**config.mk**
```make
export PLATFORM = sky130hd
export DESIGN_NAME = lifo_stack_with_search
export DESIGN_NICKNAME = d
export VERILOG_FILES = /design/src/hdl/lss_pkg.sv /design/src/hdl/lss_ctrl.sv /design/src/hdl/lss_dpath.sv /design/src/hdl/lifo_stack_with_search.sv
export SDC_FILE = /design/constraint.sdc
export NUM_CORES = 1
export LEC_CHECK = 0
export BUFFER_PORTS_ARGS = -buffer_cell sky130_fd_sc_hd__clkbuf_2
export CORE_ASPECT_RATIO = 0.75
export CORE_UTILIZATION = 70
export CTS_BUF_LIST = sky130_fd_sc_hd__clkbuf_8
export DETAILED_ROUTE_END_ITERATION = 7
export PLACE_DENSITY_LB_ADDON = 0.25
export SLEW_MARGIN = 20
export SYNTH_ARGS = -nofsm -noshare
export SYNTH_HDL_FRONTEND = slang
export SYNTH_SLANG_ARGS = --single-unit
```
**constraint.sdc**
```tcl
create_clock -name i_clk -period 13.15 [get_ports i_clk]
set_clock_uncertainty 0.05 [all_clocks]
set_input_delay 0 -clock i_clk [delete_from_list [all_inputs] [get_ports i_clk]]
set_output_delay 0 -clock i_clk [all_outputs]
set_load 0.02 [all_outputs]
```
**src/hdl/lss_pkg.sv**
```systemverilog
`default_nettype none

package lss_pkg;

    // Request codes carried in req_type.
    localparam logic [2:0] REQ_PUSH    = 3'd0;
    localparam logic [2:0] REQ_POP     = 3'd1;
    localparam logic [2:0] REQ_PEEK    = 3'd2;
    localparam logic [2:0] REQ_SEARCH  = 3'd3;
    localparam logic [2:0] REQ_DISPLAY = 3'd4;

    // Result kinds carried in result_kind.
    localparam logic [2:0] KIND_POPPED      = 3'd0;
    localparam logic [2:0] KIND_PEEKED      = 3'd1;
    localparam logic [2:0] KIND_EMPTY       = 3'd2;
    localparam logic [2:0] KIND_FULL        = 3'd3;
    localparam logic [2:0] KIND_MATCH_POS   = 3'd4;
    localparam logic [2:0] KIND_MATCH_COUNT = 3'd5;
    localparam logic [2:0] KIND_DISPLAY     = 3'd6;

    typedef struct packed {
        logic [2:0]         req_type;
        logic signed [31:0] operand_value;
    } t_req;

    typedef struct packed {
        logic [2:0]         result_kind;
        logic signed [31:0] result_data;
        logic               display_end;
        logic               last;
    } t_result;

    typedef enum logic [2:0] {
        ST_IDLE,
        ST_STATUS,
        ST_ONE,
        ST_WALK,
        ST_FINAL
    } t_state;

    typedef enum logic [1:0] {
        DATA_ZERO,
        DATA_MEM,
        DATA_POS,
        DATA_COUNT
    } t_data_sel;

    typedef struct packed {
        logic       load;       // latch the search key of an accepted request
        logic       push;       // write the operand on top, fill level up
        logic       pop;        // fill level down
        logic       start;      // aim the walk at the top entry
        logic       advance;    // step the walk one entry down
        logic       count_inc;  // one more match
        logic       emit;       // load the output register
        logic [2:0] kind;
        t_data_sel  data_sel;
        logic       dend;
        logic       last;
    } t_cmd;

    typedef struct packed {
        logic empty;
        logic full;
        logic match;
        logic at_bottom;
        logic out_free;
    } t_status;

endpackage

`default_nettype wire

```
**src/hdl/lss_ctrl.sv**
```systemverilog
`default_nettype none

module lss_ctrl
    import lss_pkg::*;
(
    input  wire logic       i_clk,
    input  wire logic       i_rst_n,
    input  wire logic       i_in_valid,
    input  wire logic [2:0] i_req_type,
    output logic            o_in_ready,
    input  wire t_status    i_status,
    output t_cmd            o_cmd
);

    t_state     r_state, n_state;
    logic [2:0] r_req, n_req;

    always_ff @(posedge i_clk) begin
        if (!i_rst_n) begin
            r_state <= ST_IDLE;
            r_req   <= REQ_PUSH;
        end else begin
            r_state <= n_state;
            r_req   <= n_req;
        end
    end

    always_comb begin
        logic need;
        need       = 1'b0;
        n_state    = r_state;
        n_req      = r_req;
        o_in_ready = (r_state == ST_IDLE);
        o_cmd      = '0;
        o_cmd.data_sel = DATA_ZERO;

        unique case (r_state)
            ST_IDLE: begin
                if (i_in_valid) begin
                    o_cmd.load = 1'b1;
                    n_req      = i_req_type;
                    unique case (i_req_type)
                        REQ_PUSH: begin
                            if (i_status.full) begin
                                n_state = ST_STATUS;
                            end else begin
                                o_cmd.push = 1'b1;
                            end
                        end
                        REQ_POP, REQ_PEEK: begin
                            if (i_status.empty) begin
                                n_state = ST_STATUS;
                            end else begin
                                o_cmd.start = 1'b1;
                                o_cmd.pop   = (i_req_type == REQ_POP);
                                n_state     = ST_ONE;
                            end
                        end
                        REQ_SEARCH: begin
                            if (i_status.empty) begin
                                n_state = ST_STATUS;
                            end else begin
                                o_cmd.start = 1'b1;
                                n_state     = ST_WALK;
                            end
                        end
                        REQ_DISPLAY: begin
                            if (i_status.empty) begin
                                n_state = ST_FINAL;
                            end else begin
                                o_cmd.start = 1'b1;
                                n_state     = ST_WALK;
                            end
                        end
                        default: begin
                        end
                    endcase
                end
            end
            ST_STATUS: begin
                if (i_status.out_free) begin
                    o_cmd.emit = 1'b1;
                    o_cmd.kind = (r_req == REQ_PUSH) ? KIND_FULL : KIND_EMPTY;
                    o_cmd.last = 1'b1;
                    n_state    = ST_IDLE;
                end
            end
            ST_ONE: begin
                if (i_status.out_free) begin
                    o_cmd.emit     = 1'b1;
                    o_cmd.kind     = (r_req == REQ_POP) ? KIND_POPPED : KIND_PEEKED;
                    o_cmd.data_sel = DATA_MEM;
                    o_cmd.last     = 1'b1;
                    n_state        = ST_IDLE;
                end
            end
            ST_WALK: begin
                if (r_req == REQ_DISPLAY) begin
                    need           = 1'b1;
                    o_cmd.kind     = KIND_DISPLAY;
                    o_cmd.data_sel = DATA_MEM;
                end else begin
                    need           = i_status.match;
                    o_cmd.kind     = KIND_MATCH_POS;
                    o_cmd.data_sel = DATA_POS;
                end
                if (!need || i_status.out_free) begin
                    o_cmd.emit      = need;
                    o_cmd.count_inc = (r_req == REQ_SEARCH) && i_status.match;
                    if (i_status.at_bottom) begin
                        n_state = ST_FINAL;
                    end else begin
                        o_cmd.advance = 1'b1;
                    end
                end
            end
            ST_FINAL: begin
                if (i_status.out_free) begin
                    o_cmd.emit = 1'b1;
                    o_cmd.last = 1'b1;
                    if (r_req == REQ_SEARCH) begin
                        o_cmd.kind     = KIND_MATCH_COUNT;
                        o_cmd.data_sel = DATA_COUNT;
                    end else begin
                        o_cmd.kind = KIND_DISPLAY;
                        o_cmd.dend = 1'b1;
                    end
                    n_state = ST_IDLE;
                end
            end
            default: begin
                n_state = ST_IDLE;
            end
        endcase
    end

endmodule

`default_nettype wire

```
**src/hdl/lss_dpath.sv**
```systemverilog
`default_nettype none

module lss_dpath
    import lss_pkg::*;
#(
    parameter int STACK_DEPTH = 32
) (
    input  wire logic               i_clk,
    input  wire logic               i_rst_n,
    input  wire logic signed [31:0] i_operand,
    input  wire t_cmd               i_cmd,
    output t_status                 o_status,
    output logic                    o_out_valid,
    input  wire logic               i_out_ready,
    output t_result                 o_out_word
);

    localparam int FILL_W = $clog2(STACK_DEPTH + 1);
    localparam int ADDR_W = (STACK_DEPTH > 1) ? $clog2(STACK_DEPTH) : 1;

    logic signed [31:0] r_mem [0:STACK_DEPTH-1];
    logic signed [31:0] r_rdata;
    logic signed [31:0] r_key;
    logic [FILL_W-1:0]  r_fill, n_fill;
    logic [ADDR_W-1:0]  r_ptr, n_ptr;
    logic [FILL_W-1:0]  r_pos, n_pos;
    logic [FILL_W-1:0]  r_count, n_count;
    logic [ADDR_W-1:0]  rd_addr;
    logic               r_out_valid;
    t_result            r_out, n_out;
    logic               out_free;

    assign out_free = !r_out_valid || i_out_ready;

    always_comb begin
        n_fill  = r_fill;
        n_ptr   = r_ptr;
        n_pos   = r_pos;
        n_count = r_count;
        if (i_cmd.push) begin
            n_fill = r_fill + 1'b1;
        end
        if (i_cmd.pop) begin
            n_fill = r_fill - 1'b1;
        end
        if (i_cmd.start) begin
            n_ptr   = ADDR_W'(r_fill - 1'b1);
            n_pos   = FILL_W'(1);
            n_count = '0;
        end
        if (i_cmd.advance) begin
            n_ptr = r_ptr - 1'b1;
            n_pos = r_pos + 1'b1;
        end
        if (i_cmd.count_inc) begin
            n_count = r_count + 1'b1;
        end
        // The read always follows the walk pointer, so r_rdata holds the entry
        // under r_ptr in the same cycle that r_ptr takes its new value.
        rd_addr = n_ptr;
    end

    always_comb begin
        n_out             = '0;
        n_out.result_kind = i_cmd.kind;
        n_out.display_end = i_cmd.dend;
        n_out.last        = i_cmd.last;
        case (i_cmd.data_sel)
            DATA_MEM:   n_out.result_data = r_rdata;
            DATA_POS:   n_out.result_data = 32'(r_pos);
            DATA_COUNT: n_out.result_data = 32'(r_count);
            default:    n_out.result_data = '0;
        endcase
    end

    always_ff @(posedge i_clk) begin
        if (i_cmd.push) begin
            r_mem[ADDR_W'(r_fill)] <= i_operand;
        end
        r_rdata <= r_mem[rd_addr];
    end

    always_ff @(posedge i_clk) begin
        if (!i_rst_n) begin
            r_fill      <= '0;
            r_ptr       <= '0;
            r_pos       <= '0;
            r_count     <= '0;
            r_out_valid <= 1'b0;
        end else begin
            r_fill  <= n_fill;
            r_ptr   <= n_ptr;
            r_pos   <= n_pos;
            r_count <= n_count;
            if (i_cmd.emit) begin
                r_out_valid <= 1'b1;
            end else if (i_out_ready) begin
                r_out_valid <= 1'b0;
            end
        end
    end

    always_ff @(posedge i_clk) begin
        if (i_cmd.load) begin
            r_key <= i_operand;
        end
        if (i_cmd.emit) begin
            r_out <= n_out;
        end
    end

    always_comb begin
        o_status           = '0;
        o_status.empty     = (r_fill == '0);
        o_status.full      = (r_fill == FILL_W'(STACK_DEPTH));
        o_status.match     = (r_rdata == r_key);
        o_status.at_bottom = (r_ptr == '0);
        o_status.out_free  = out_free;
    end

    assign o_out_valid = r_out_valid;
    assign o_out_word  = r_out;

endmodule

`default_nettype wire

```
**src/hdl/lifo_stack_with_search.sv**
```systemverilog
// Bounded LIFO stack of signed 32-bit words with search and display.
// Push is done in its accepting cycle; pop and peek emit their word from a second state.
// A request answered with empty or full also emits its word from a second state.
// Search and display walk one entry per cycle, pausing while the output register is busy.
// Throughput is bounded by that walk through the single-read-port store.
// Reset (synchronous, active low) empties the stack and drops any pending result.
`default_nettype none

module lifo_stack_with_search
    import lss_pkg::*;
#(
    parameter int STACK_DEPTH = 32
) (
    input  wire logic    i_clk,
    input  wire logic    i_rst_n,
    // Request channel: one word is a request and its operand.
    input  wire logic    i_in_valid,
    output logic         o_in_ready,
    input  wire t_req    i_in_word,
    // Result channel: one word is one result, with last on the final one.
    output logic         o_out_valid,
    input  wire logic    i_out_ready,
    output t_result      o_out_word
);

    // The controller sequences each request and the datapath holds the
    // store, the fill level, the walk pointer and the output register.
    // A new request is taken as soon as the controller is back in idle,
    // even while the last result still waits in the output register.
    t_cmd    cmd;
    t_status status;

    lss_ctrl u_ctrl (
        .i_clk      (i_clk),
        .i_rst_n    (i_rst_n),
        .i_in_valid (i_in_valid),
        .i_req_type (i_in_word.req_type),
        .o_in_ready (o_in_ready),
        .i_status   (status),
        .o_cmd      (cmd)
    );

    // The store is only ever read below the fill level that a request saw, so
    // its entries need no reset and no valid bits.
    lss_dpath #(
        .STACK_DEPTH (STACK_DEPTH)
    ) u_dpath (
        .i_clk       (i_clk),
        .i_rst_n     (i_rst_n),
        .i_operand   (i_in_word.operand_value),
        .i_cmd       (cmd),
        .o_status    (status),
        .o_out_valid (o_out_valid),
        .i_out_ready (i_out_ready),
        .o_out_word  (o_out_word)
    );

endmodule

`default_nettype wire

```
After elaboration in Yosys (flattened, before gate mapping)
Memories as Yosys holds them, arrays and structs flattened. A register that Yosys moved wholly into a read port is not among the register bits.
Cells that the tools add are included.
{"block": "op_classes", "n_reduce_logical": 21, "add_sub_neg": 5, "n_mux": 49, "n_eq_ne": 22}
{"cell": "$pmux W32 S3", "n": 1}
{"cell": "$mux W6", "n": 7}
{"cell": "$eq A32 B32 Y1", "n": 1}
{"cell": "$mux W3", "n": 7}
{"cell": "$add A6 B1 Y6 const B", "n": 3}
{"cell": "$mux W4", "n": 4}
{"cell": "$pmux W4 S4", "n": 1}
{"cell": "$eq A3 B2 Y1 const B", "n": 5}
{"cell": "$mux W1", "n": 15}
{"cell": "$mux W2", "n": 6}
{"cell": "$pmux W3 S4", "n": 1}
{"cell": "$mux W5", "n": 2}
{"cell": "$eq A3 B1 Y1 const B", "n": 3}
{"cell": "$eq A3 B3 Y1 const B", "n": 3}
{"cell": "$logic_not A3 Y1", "n": 3}
{"cell": "$pmux W3 S3", "n": 1}
{"cell": "$mux W8", "n": 1}
{"cell": "$reduce_bool A2 Y1", "n": 4}
{"cell": "$eq A6 B6 Y1 const B", "n": 1}
{"cell": "$logic_not A6 Y1", "n": 1}
{"cell": "$pmux W2 S3", "n": 1}
{"cell": "$reduce_and A6 Y1", "n": 1}
{"cell": "$reduce_or A2 Y1", "n": 3}
{"cell": "$sub A6 B1 Y6 const B", "n": 1}
{"cell": "14 further kinds", "n": 21}
{"block": "word_totals", "n_memories": 1, "inputBits": 39, "ram_bits": 1024, "elab_cells": 110, "output_inout_bits": 39, "register_bits": 99}
{"memory": "u_dpath.r_mem", "depth": 32, "word_bits": 32, "rd": 1, "rd_ports_with_merged_regs": 1, "write_ports": 1, "line": "lss_dpath.sv:21", "source": "logic signed [31:0] r_mem [0:STACK_DEPTH-1];"}

Longest topological paths before layout
{"block": "depth", "word_depth": 8, "mapped_depth": 15, "mapped_depth_nobuf": 12}

Modules after synthesis
A second synthesis with hierarchy kept.
{"block": "hier_totals", "cells_unflattened": 2438, "area_unflattened_um2": 46000.4}
{"module": "lss_dpath", "area_per_inst_um2": 45398.5, "instances": 1, "seq_area_each_um2": 33942.6, "cells_each": 2349}
{"module": "lss_ctrl", "area_per_inst_um2": 601.8, "instances": 1, "seq_area_each_um2": 120.1, "cells_each": 89}

Worst setup path after synthesis
No wires, ideal clock.
{"block": "synth_timing", "path_type": "register -> register", "from": "reg u_ctrl.r_state[1]", "to": "mem u_dpath.r_mem[15][0], enable pin", "required_ps": 12677, "path_slack_ps": 8938, "synth_period_minus_slack_ps": 4212, "setup_time_ps": 423, "path_stages_with_launch": 10, "arrival_time_ps": 3740, "n_path_buf": 2, "path_cell_list": "dfxtp_1 -> buf_6 -> or3_4 -> clkinv_2 -> nand2_2 -> inv_1 -> and2_1 -> clkbuf_1 -> nand2_1 -> nor2_1"}
{"block": "synth_via", "elab_chain_len": 4}
{"item": "start: declaration", "line": "lss_ctrl.sv:15", "source": "t_state r_state, n_state;"}
{"item": "start signal: assignment", "line": "lss_ctrl.sv:23", "source": "r_state <= n_state;"}
{"item": "$logic_not A3 Y1"}
{"item": "net o_in_ready", "line": "lifo_stack_with_search.sv:18", "source": "output logic o_in_ready,"}
{"item": "$mux W4", "line": "lss_ctrl.sv:37", "source": "unique case (r_state)"}
{"item": "$mux W1", "line": "lss_dpath.sv:77", "source": "if (i_cmd.push) begin"}
{"item": "$mux W1 (implied by the code)", "line": "lss_dpath.sv:78", "source": "r_mem[ADDR_W'(r_fill)] <= i_operand;"}
{"item": "end: declaration", "line": "lss_dpath.sv:21"}
The timed path passes the listed nets, and every way through them passes these cells.

Final worst setup path
{"block": "layout_timing", "from": "reg u_dpath.r_rdata[24], read port of u_dpath.r_mem", "to": "reg u_dpath.r_rdata[19], read port of u_dpath.r_mem"}
{"block": "layout_via", "elab_chain_len": 8}
{"item": "start: declaration", "line": "lss_dpath.sv:22", "source": "logic signed [31:0] r_rdata;"}
{"item": "$eq A32 B32 Y1", "line": "lss_dpath.sv:116", "source": "o_status.match = (r_rdata == r_key);"}
{"item": "$mux W1", "line": "lss_ctrl.sv:98", "source": "if (r_req == REQ_DISPLAY) begin"}
{"item": "$mux W1", "line": "lss_ctrl.sv:37"}
{"item": "$logic_not A1 Y1", "line": "lss_ctrl.sv:107", "source": "if (!need || i_status.out_free) begin"}
{"item": "$logic_or A1 B1 Y1", "line": "lss_ctrl.sv:107"}
{"item": "$mux W3", "line": "lss_ctrl.sv:107"}
{"item": "$mux W2", "line": "lss_ctrl.sv:37"}
{"item": "$mux W5", "line": "lss_dpath.sv:51", "source": "if (i_cmd.advance) begin"}
Every way passes these cells. The select of a mux whose other input is x is not followed.
A chain may end at the register's enable or synchronous reset.

==> flow_results.org <==
** Finish
- Measured on the finished design, the core utilization comes to 0.781.
- From synthesis to final layout, the design area changed by 10.2%.
- Summing all flip-flop and latch instances after layout gives 34100 sq um.
- Nets :: 2808
- Once layout is done, the placed cells without fillers occupy 51100 sq um.
- In the final layout, the share of cells above drive strength 1 is 0.224.
- Summing all multi-input logic gate instances after layout gives 11600 sq um.
- The filler cells instantiated in the layout total 3402.
- The finished layout holds 3766 standard cells, fillers aside.

** Min path
- Path category of the worst min-delay check :: input pin to flop

** Timing
- Setup slack closes at 6500 ps.
- Measured against its own limit, the worst slew margin works out to 0.218.
- Max Transition Viols Final :: 0
- Total setup violations reported at the end of the flow :: 0
- RSZ-0062 raised after global routing :: no
- For the pin with the worst max-slew slack, the measured transition is 1170 ps.
- On the final layout, the worst hold slack is 180 ps.
- Derived from the worst setup path, the maximum achievable clock frequency is 150 MHz.
- After routing, the total negative slack on setup checks comes to 0 ps.
- In the finished design, the share of the clock period the worst path needs comes to 0.505.
- Final number of hold-violating endpoints :: 0
- Final critical delay including setup and external delays :: 6650 ps

** Synthesis
- Dominant register cell in the synthesized netlist :: sky130_fd_sc_hd__edfxtp_1
- Synthesis handed over a netlist of 2540 instances.
- Flip-flop and latch count after synthesis :: 1155
- Number of synthesized flops with an enable pin :: 1093
- Proportion of synthesized flip-flops having asynchronous set or reset :: 0
- Yosys warning total :: 0
- Averaged over all synthesized cells, the footprint is 18.2 sq um.
- Cell area after synthesis :: 46300 sq um
- The number of nets handed over by synthesis was 2586.
- Sequential-to-total area share from yosys stat :: 0.735
- In this run, distinct cell masters in the synthesized netlist total 61.

** Setup path
- In this run the worst path has a maximum fanout of 63.
- Crit start category :: flop
- Worst path arrival time :: 7350 ps
- The critical path is of the flop to flop type.
- Data required time at the worst endpoint :: 13860 ps
- Type of element capturing the critical path :: flop

** Floorplan
- In this run the count of I/O pins placed on the die edge is 78.
- For this configuration, the core starts out at a cell density of 0.709.
- The floorplan step defined a core boundary enclosing 65400 sq um.
- From bottom edge to top edge, the die measures 225 um.
- The die covers 67200 sq um.
- Number of core rows :: 81
- The die is 299 um wide.

** Job
- Max-cap violations in this run came to 0.

** Pwr
- Dividing total power by cell area gives a power density of 141 nW/um^2.
- In this run the static leakage power is 15.9 nW.
- IR analysis of the VDD net gives a maximum drop of 0.119 mV.
- Power consumption :: 7.20 mW

** Routing
- In this run the remaining antenna-violating nets after routing total 0.
- Detailed Route WL :: 110 mm
- The routed layout has 24.7k vias.
- After detailed routing, the number of remaining DRC violations is 0.
- Initial DRT Pass Iterations :: 8
- Wire length per cell :: 29.2 um
- For this block, the initial DRC count from the detailed router was 3119.
- Via density per instance :: 6.56

** Clock network
- The H-tree generated during clock tree synthesis spans 4 levels.
- Clock tree synthesis selected as its root buffer the cell sky130_fd_sc_hd__clkbuf_8.
- CTS sink count :: 1155
- TritonCTS clock tree :: built
- Clock-pin slew was measured on the worst setup and hold paths at 60 ps.
- Buffers inserted during clock tree synthesis total 166.
- At the later pin of the worst-skew pair, clock insertion delay measures 830 ps.
- In this run the post-CTS setup repair buffer count came out at 0.
- CTS max path bufs :: 3

** GRT
- The initial antenna violation count is 2.
- Global-route wire length before repair :: 158 mm
- For this run, the total global-route usage over all layers was measured as 0.331.
- Vias in the first global route :: 24.4k
- Remaining Overflow, GRT :: 0
- Largest net degree at the start of global routing :: 145

** Placement
- Summed over all nets, the half-perimeter wirelength after detailed placement is 57.3 mm.
- The count of buffers added on input and output ports is 77.
- Cell Area, Placed :: 47600 sq um
- Worst slack at placement :: 6600 ps
- Post-Place Cells :: 3416
- Routability cong. :: 0.816

** Outcome
- Outcome :: completed
[flip-flops by register name (all words and copies together), names as in the netlist]
register             cells
u_dpath.r_rdata         32
u_dpath.o_out_valid      1
u_dpath.r_ptr            5
u_dpath.r_pos            6
u_dpath.r_mem         1024
u_dpath.r_fill           6
u_ctrl.r_req             3
u_dpath.o_out_word      37
u_dpath.r_key           32
u_ctrl.r_state           3
u_dpath.r_count          6
[layout by cell type, fill, tap and decap left out, types with 8 or more instances in the layout]
cell type and count:
sky130_fd_sc_hd__edfxtp_1 1093, sky130_fd_sc_hd__mux2i_1 515, sky130_fd_sc_hd__mux2_2 257, sky130_fd_sc_hd__clkbuf_8 178
sky130_fd_sc_hd__a22oi_1 128, sky130_fd_sc_hd__clkbuf_2 77, sky130_fd_sc_hd__inv_1 76, sky130_fd_sc_hd__dfxtp_1 62
sky130_fd_sc_hd__buf_4 55, sky130_fd_sc_hd__dlygate4sd3_1 49, sky130_fd_sc_hd__and2_1 37, sky130_fd_sc_hd__xor2_1 36
sky130_fd_sc_hd__clkinv_1 36, sky130_fd_sc_hd__nand2_1 34, sky130_fd_sc_hd__nor2_4 33, sky130_fd_sc_hd__and4_1 33
sky130_fd_sc_hd__nor2_1 24, sky130_fd_sc_hd__clkinv_2 18, sky130_fd_sc_hd__o21ai_0 12, sky130_fd_sc_hd__a21oi_1 10
sky130_fd_sc_hd__nor4_1 9, sky130_fd_sc_hd__a21boi_0 8
[worst max-delay path, stage by stage (launching register included)]
cell and delay, ps:
sky130_fd_sc_hd__dfxtp_1 430, sky130_fd_sc_hd__xor2_1 220, sky130_fd_sc_hd__nor4_1 850, sky130_fd_sc_hd__nand4_1 230, sky130_fd_sc_hd__nor2_1 580, sky130_fd_sc_hd__o31ai_1 200
sky130_fd_sc_hd__or2_1 330, sky130_fd_sc_hd__o221ai_4 900, sky130_fd_sc_hd__buf_4 850, sky130_fd_sc_hd__buf_4 790, sky130_fd_sc_hd__mux2_2 420, sky130_fd_sc_hd__a22oi_1 300
sky130_fd_sc_hd__and4_1 270
[power breakdown]
part           total (mW)  internal, mW  switching [mW]
sequential           4.14          4.09          0.0466
combinational       0.511         0.192           0.318
clock                2.55          1.25            1.30
[logic make-up (layout without fill, tap and decap cells)]
family          count (synthesis)  after routing  share of synthesized area
buf+inv                       145            499                     0.0220
flops                        1155           1155                      0.735
compound gates                190            190                     0.0306
simple gates                  229            229                     0.0289
other cells                     0              1                          0
xor+xnor                       41             41                    0.00775
mux                           773            773                      0.174
fa+ha+maj                       7              7                    0.00189
[metal layers]
layer,GRT usage,part of all wire,routed length [um],vias to the layer above
li1,-,-,-,10503
met3,0.0694,0.11,12500,260
met1,0.464,0.39,42400,12431
met5,0,0.00012,13,-
met4,0.138,0.036,3960,2
met2,0.515,0.46,51100,1499
[cell type report]
cell class                      instances  area share
Sequential cell                      1155       0.667
Timing Repair Buffer                  182      0.0256
Clock inverter                        122      0.0101
Clock buffer                          178      0.0480
Tap cell                              871      0.0213
Antenna cell                            1   0.0000490
Inverter                               17     0.00127
Multi-Input combinational cell       1240       0.227
[timing repair]
item	in CTS	in global routing
endpoints found under the hold margin	1123	0
hold buffers	49	0
resized for setup	0	0
[cells in the mapped netlist, types with 4 or more instances]
library cell | instances | area share
sky130_fd_sc_hd__and2_1 | 37 | 0.0050
sky130_fd_sc_hd__o21ai_0 | 12 | 0.0013
sky130_fd_sc_hd__a21oi_1 | 10 | 0.0011
sky130_fd_sc_hd__a222oi_1 | 6 | 0.0013
sky130_fd_sc_hd__buf_2 | 42 | 0.0045
sky130_fd_sc_hd__ha_1 | 7 | 0.0019
sky130_fd_sc_hd__and3_1 | 7 | 0.00094
sky130_fd_sc_hd__mux2i_1 | 516 | 0.11
sky130_fd_sc_hd__nand4_1 | 6 | 0.00081
sky130_fd_sc_hd__nor3_1 | 6 | 0.00065
sky130_fd_sc_hd__nor2_1 | 57 | 0.0046
sky130_fd_sc_hd__buf_6 | 50 | 0.012
sky130_fd_sc_hd__mux2_2 | 257 | 0.062
sky130_fd_sc_hd__nor2b_1 | 7 | 0.00094
sky130_fd_sc_hd__buf_4 | 5 | 0.00081
sky130_fd_sc_hd__clkbuf_1 | 28 | 0.0023
sky130_fd_sc_hd__inv_1 | 16 | 0.0013
sky130_fd_sc_hd__a22oi_1 | 128 | 0.021
sky130_fd_sc_hd__and4_1 | 33 | 0.0062
sky130_fd_sc_hd__dfxtp_1 | 62 | 0.027
sky130_fd_sc_hd__xor2_1 | 36 | 0.0068
sky130_fd_sc_hd__nand2_1 | 34 | 0.0028
sky130_fd_sc_hd__xnor2_1 | 5 | 0.00094
sky130_fd_sc_hd__o21a_1 | 4 | 0.00065
sky130_fd_sc_hd__nand3_1 | 6 | 0.00065
sky130_fd_sc_hd__a21boi_0 | 8 | 0.0013
sky130_fd_sc_hd__nor4_1 | 9 | 0.0012
sky130_fd_sc_hd__nand3b_1 | 4 | 0.00065
sky130_fd_sc_hd__edfxtp_1 | 1093 | 0.71
[final timing paths]
check / startpoint / to / slack, ps / cells after the start
worst max-delay path: u_dpath.r_rdata[24] / u_dpath.r_rdata[19] / 6500 / 12
worst max register to register: u_dpath.r_rdata[24] / u_dpath.r_rdata[19] / 6500 / 12
worst min register to register: u_dpath.r_count[5] / u_dpath.r_count[5] / 460 / 2
worst min-delay path: i_out_ready / u_dpath.o_out_word[0] / 180 / 4
Note: power is estimated with default switching activity, not from simulation.
